## src/design/oes_pkg.sv

```systemverilog
`default_nettype none
// ----------------------------------------------------------------------------
// oes_pkg
// Shared types and constants of the onset event sequencer.
// ----------------------------------------------------------------------------
package oes_pkg;

	localparam int CMD_W    = 3;
	localparam int ONSET_W  = 20;
	localparam int VALUE_W  = 32;
	localparam int POS_W    = 21;
	localparam int STATUS_W = 2;
	localparam int QDEPTH   = 2;

	localparam logic [POS_W-1:0] POS_MAX   = {POS_W{1'b1}};
	localparam logic [POS_W-1:0] ONSET_TOP = {1'b0, {ONSET_W{1'b1}}};

	typedef enum logic [CMD_W-1:0] {
		CMD_INSERT = 3'd0,
		CMD_PLAY   = 3'd1,
		CMD_TICK   = 3'd2,
		CMD_STOP   = 3'd3,
		CMD_CLEAR  = 3'd4
	} cmd_t;

	typedef enum logic [STATUS_W-1:0] {
		ST_VALUE   = 2'd0,
		ST_NO_PLAY = 2'd1,
		ST_NO_STOP = 2'd2,
		ST_FULL    = 2'd3
	} status_t;

	typedef struct packed {
		cmd_t                 op;
		logic [ONSET_W-1:0]   onset;
		logic [VALUE_W-1:0]   value;
	} item_t;

endpackage
`default_nettype wire

```

## src/design/oes_queue.sv

```systemverilog
`default_nettype none
// ----------------------------------------------------------------------------
// oes_queue
// Short command queue between the front and the back.
// ----------------------------------------------------------------------------
module oes_queue (
	input  wire logic           clk,
	input  wire logic           arst_n,
	input  wire logic           push,
	input  wire oes_pkg::item_t item_in,
	input  wire logic           pop,
	output logic                full,
	output logic                empty,
	output oes_pkg::item_t      head
);
	import oes_pkg::*;

	localparam int PW = (QDEPTH > 1) ? $clog2(QDEPTH) : 1;
	localparam int FW = $clog2(QDEPTH + 1);

	item_t          slot_q [QDEPTH];
	logic [PW-1:0]  wr_ptr_q;
	logic [PW-1:0]  rd_ptr_q;
	logic [FW-1:0]  fill_q;

	function automatic logic [PW-1:0] step(input logic [PW-1:0] p);
		return (p == PW'(QDEPTH - 1)) ? '0 : p + PW'(1);
	endfunction

	assign full  = (fill_q == FW'(QDEPTH));
	assign empty = (fill_q == '0);
	assign head  = slot_q[rd_ptr_q];

	always_ff @(posedge clk) begin
		if (push)
			slot_q[wr_ptr_q] <= item_in;
	end

	always_ff @(posedge clk or negedge arst_n) begin
		if (!arst_n) begin
			wr_ptr_q <= '0;
			rd_ptr_q <= '0;
			fill_q   <= '0;
		end else begin
			if (push)
				wr_ptr_q <= step(wr_ptr_q);
			if (pop)
				rd_ptr_q <= step(rd_ptr_q);
			if (push && !pop)
				fill_q <= fill_q + FW'(1);
			else if (pop && !push)
				fill_q <= fill_q - FW'(1);
		end
	end

endmodule
`default_nettype wire

```

## config.mk

```make
export PLATFORM = sky130hd
export DESIGN_NAME = oes_queue
export DESIGN_NICKNAME = d
export VERILOG_FILES = /design/src/design/oes_pkg.sv /design/src/design/oes_queue.sv
export SDC_FILE = /design/constraint.sdc
export NUM_CORES = 1
export LEC_CHECK = 0
export BUFFER_PORTS_ARGS = -buffer_cell sky130_fd_sc_hd__buf_2
export CAP_MARGIN = 5
export CORE_ASPECT_RATIO = 0.9
export CORE_MARGIN = 5
export CORE_UTILIZATION = 35
export DETAILED_ROUTE_END_ITERATION = 6
export HOLD_SLACK_MARGIN = 0.1
export PLACE_DENSITY = 0.64
export SETUP_SLACK_MARGIN = 0.5
export SYNTH_ARGS = -nofsm -noshare
export SYNTH_HDL_FRONTEND = slang
export SYNTH_SLANG_ARGS = --single-unit
export TNS_END_PERCENT = 1
```

## constraint.sdc

```tcl
create_clock -name clk -period 7.6 [get_ports clk]
set_clock_uncertainty 0.05 [all_clocks]
set_input_delay 0.76 -clock clk [delete_from_list [all_inputs] [get_ports clk]]
set_output_delay 0.76 -clock clk [all_outputs]
set_load 0.01 [all_outputs]
```

### Word level (Yosys, flattened, before mapping)

Memory sizes are Yosys's and may differ from the RTL's.
Index checks and enable logic that the tools add are counted.

* register bits after elaboration: 4
* latch bits: 0
* bits in writable memories: 110
* bits in read-only memories: 0
* input bits: 59
* output and inout bits: 57
* word-level logic and storage cells: 21
* memories: 1

* $add $sub $neg: 4
* $mul: 0
* divide/modulo/power cells: 0
* order comparisons: 0
* equality and inequality tests: 1
* shift-type cells: 0
* multiplexer cells: 6
* bitwise operators: 0
* reduce and logical (&&, ||, !) cells: 6

Memory list
* slot_q: depth 2, bits a word 55, rd ports 1, clocked after Yosys merged registers in 0, write ports 1, RTL line oes_queue.sv:21 `item_t slot_q [QDEPTH];`

Operators by type and width (number)
* 2-to-1 mux 1 bit: 4
* 2-to-1 mux 2 bit: 2
* adder 1 bit (second input constant): 2
* adder 2 x 1 -> 2 bit (second input constant): 1
* == test 2 bit (second input constant): 1
* logical AND 1 bit: 2
* logical NOT 1 bit: 2
* logical NOT 2 bit: 1
* nonzero test 2 bit: 1
* subtractor 2 x 1 -> 2 bit (second input constant): 1

### Depth between registers and ports, before layout

* depth after elaboration: 4
* mapped depth: 5

### Least setup slack after synthesis

OpenSTA, ideal clock, no wires.

* path type: input -> register
* start point: in push
* end point: mem slot_q[0][0] (netlist name) (enable)
* setup time: 475 ps
* data arrival time: 3190 ps
* required time: 7075 ps
* slack: 3885 ps
* stages on the path: 1
* buffers on the path: 0
* cell sequence: nor2b_1

* cells in the longest elaborated chain, start to end: 2

Ends and longest elaborated chain
* start, declared: RTL line oes_queue.sv:9 `input wire logic push,`
* 2-to-1 mux 1 bit: RTL line oes_queue.sv:35 `if (push)`
* 2-to-1 mux 1 bit (implied by the code): RTL line oes_queue.sv:36 `slot_q[wr_ptr_q] <= item_in;`
* end, declared: RTL line oes_queue.sv:21

Every way passes these cells.

==> run_results.csv <==
group,metric,value,unit
status,status,"finished clean",
synthesis,syn_area_per_cell,23.1,µm²
clocking,clock_path_buffers,2,
timing,setup_violations,0,
hold_path,hp-start,"fill_q[1]",
clocking,cts_buffers,17,
critical_path,critPathMaxStageDelay,1.06,ns
timing,max_clock_freq,351,MHz
placement,io_buffers,115,
drt,vias,2129,
critical_path,crit_chain,"mux2_2 > buf_2",
critical_path,cp_max_fo,56,
clocking,clkTransAtPathRegs,0.05,ns
floorplan,ios,116,
clocking,clock-root-buffer,"clkbuf_16",
critical_path,reg2reg_to,"slot_q[1][24]",
critical_path,cp_num_cells,2,
critical_path,cpMaxStageDelayCell,"dfrtp_4",
pwr,total_power,2.27,mW
drt,via_per_inst,4.34,
clocking,cts.htree.levels,4,
synthesis,yosysSeqAreaShare,78.8,%
floorplan,initial_core_util,35.8,%
timing,post-route-period-util,37.5,%
finish,final_net_count,378,
clocking,clkLatencyLatePin,0.40,ns
timing,hold_viol,0,
clocking,post_cts_buffers,0,
floorplan,fp.dieH,115,µm
pwr,worst_ir_drop_vdd,309,µV
clocking,cts_tree,"yes",
critical_path,startpoint,"rd_ptr_q",
grt,grtUsageTotal,10.7,%
clocking,clock-sinks,114,
synthesis,yosysWarnings,0,
drt,drc,0,
floorplan,core,12100,µm²
pwr,p_leak,2.27,nW
critical_path,cp_num_buf_inv,1,
timing,tightestPinTransition,0.976,ns
timing,maxSlewViolCount,0,
synthesis,synthCells,187,
critical_path,cp-endpoint,"head[41]",
drt,drt_iter0_markers,103,
placement,place.detailed.hpwl,4.71,mm
critical_path,arrival,2.04,ns
drt,drt_wl_total,7.46,mm
pwr,power_density,400,nW/µm²
finish,fillers,1083,
grt,grt_pass1_vias,2289,
timing,rsz0062_at_grt,"false",
drt,ant_nets,0,
hold_path,min_path_type,"flip-flop to flip-flop",
synthesis,ys_seq_elements,114,
critical_path,crit_family,"flip-flops",
grt,antenna_found_initial,1,
floorplan,num_rows,38,
critical_path,reg2reg_slack,6.00,ns
finish,drive_gt1_share,61.2,%
drt,first_pass_iters,4,
critical_path,cp-end-kind,"output pin",
synthesis,synth_nets,247,
timing,fin_crit,2.85,ns
critical_path,start_kind,"flip-flop",
drt,wire_per_inst,15.2,µm
critical_path,worst-r2r-cell-count,2,
critical_path,timing.rr.start,"wr_ptr_q",
grt,grt_max_degree,57,
floorplan,die_w,127,µm
finish,antenna_cells,0,
grt,overflow,0,
floorplan,die_area,14700,µm²
grt,grt_first_pass_wirelength,11.5,mm
placement,place_congestion,0.699,
flow_run,maxCapViolations,0,
timing,slew_headroom,34.9,%
critical_path,crit_type,"flip-flop to output pin",
timing,tns,0,ns
synthesis,syn_area,4320,µm²
finish,syn2layout_area_growth,31.2,%
synthesis,synth_cell_types,13,
critical_path,required,6.79,ns
==> synth_stat cells, drive strengths merged <==
cell type / count / area share, %
and2: 1 / 0.14
edfxtp: 110 / 76
xnor2: 1 / 0.20
mux2: 55 / 18
xor2: 4 / 0.81
nor2: 2 / 0.17
inv: 1 / 0.087
dfrtp: 4 / 2.3
nor2b: 2 / 0.29
ha: 1 / 0.29
buf: 6 / 1.4
==> flip-flops by register name, summed over array words and instances (netlist names) <==
name,flops
rd_ptr_q,1
wr_ptr_q,1
fill_q,2
slot_q,110
==> what timing repair did <==
item | 4_1_cts | 5_1_grt
gates resized for setup | 0 | 0
hold endpoints to repair | 4 | 0
hold buffers | 1 | 0
==> metal layers <==
layer	vias up	part of all wire [%]	routed length, µm	track usage [%]
li1	997	-	-	-
met1	1040	40	2970	11.7
met2	78	50	3700	16.8
met3	12	9.1	680	5.85
met4	2	1.3	96	5.79
met5	-	0.17	13	0
==> power by group <==
| part | switching (mW) | leakage [nW] | internal (mW) |
|---|---|---|---|
| Clock | 0.254 | 0.288 | 0.538 |
| Combinational | 0.223 | 0.906 | 0.303 |
| Sequential | 0.109 | 1.08 | 0.839 |
| Total | 0.586 | 2.27 | 1.68 |
==> worst min-delay path by stage <==
stage / end / slack (ns) / cells past startpoint
2_1_floorplan: fill_q[0] / 0.41 / 0
3_3_place_gp: fill_q[1] / 0.42 / 1
3_5_place_dp: fill_q[1] / 0.44 / 1
4_1_cts: fill_q[1] / 0.45 / 1
5_1_grt: slot_q[1][17] / 0.47 / 1
6_report: fill_q[1] / 0.44 / 1
==> final cells by class <==
cell class	instances	area (µm²)	area share [%]
Sequential cell	114	3410	60.1
Inverter	1	3.75	0.0662
Multi-Input combinational cell	66	861	15.2
Timing Repair Buffer	118	601	10.6
Clock buffer	17	425	7.51
Clock inverter	14	170	3.00
Tap cell	160	200	3.53
==> cells in the final DEF, fill, tap and decap left out, types with 3 or more instances in the layout <==
cell | Yosys | layout
buf_2 | 1 | 115
edfxtp_1 | 110 | 110
mux2_4 | 40 | 40
clkbuf_16 | 0 | 17
mux2_2 | 15 | 15
xor2_1 | 4 | 4
bufinv_16 | 0 | 4
clkinv_2 | 0 | 4
clkinv_1 | 0 | 4
dfrtp_1 | 4 | 3
==> through the flow <==
step / instance area, µm² / util [%] / cells / setup WS (ns) / hold WS, ns
2_1_floorplan: 4320 / - / 187 / 3.89 / 0.405
3_3_place_gp: 5060 / 41.9 / 458 / 5.14 / 0.421
3_5_place_dp: 5060 / 41.9 / 458 / 5.12 / 0.436
4_1_cts: 5670 / 46.9 / 490 / 4.68 / 0.447
5_1_grt: 5670 / 46.9 / 490 / 4.63 / 0.468
6_report: 5670 / 46.9 / 490 / 4.75 / 0.438
==> cell families after synthesis <==
logic type | synth area share (%)
DFF | 78.8
muxes | 17.8
adders and majority gates | 0.290
buffers and inverters | 1.51
xor gates and xnor gates | 1.01
and+or+nand+nor | 0.608
(Power assumes the default switching activity.)
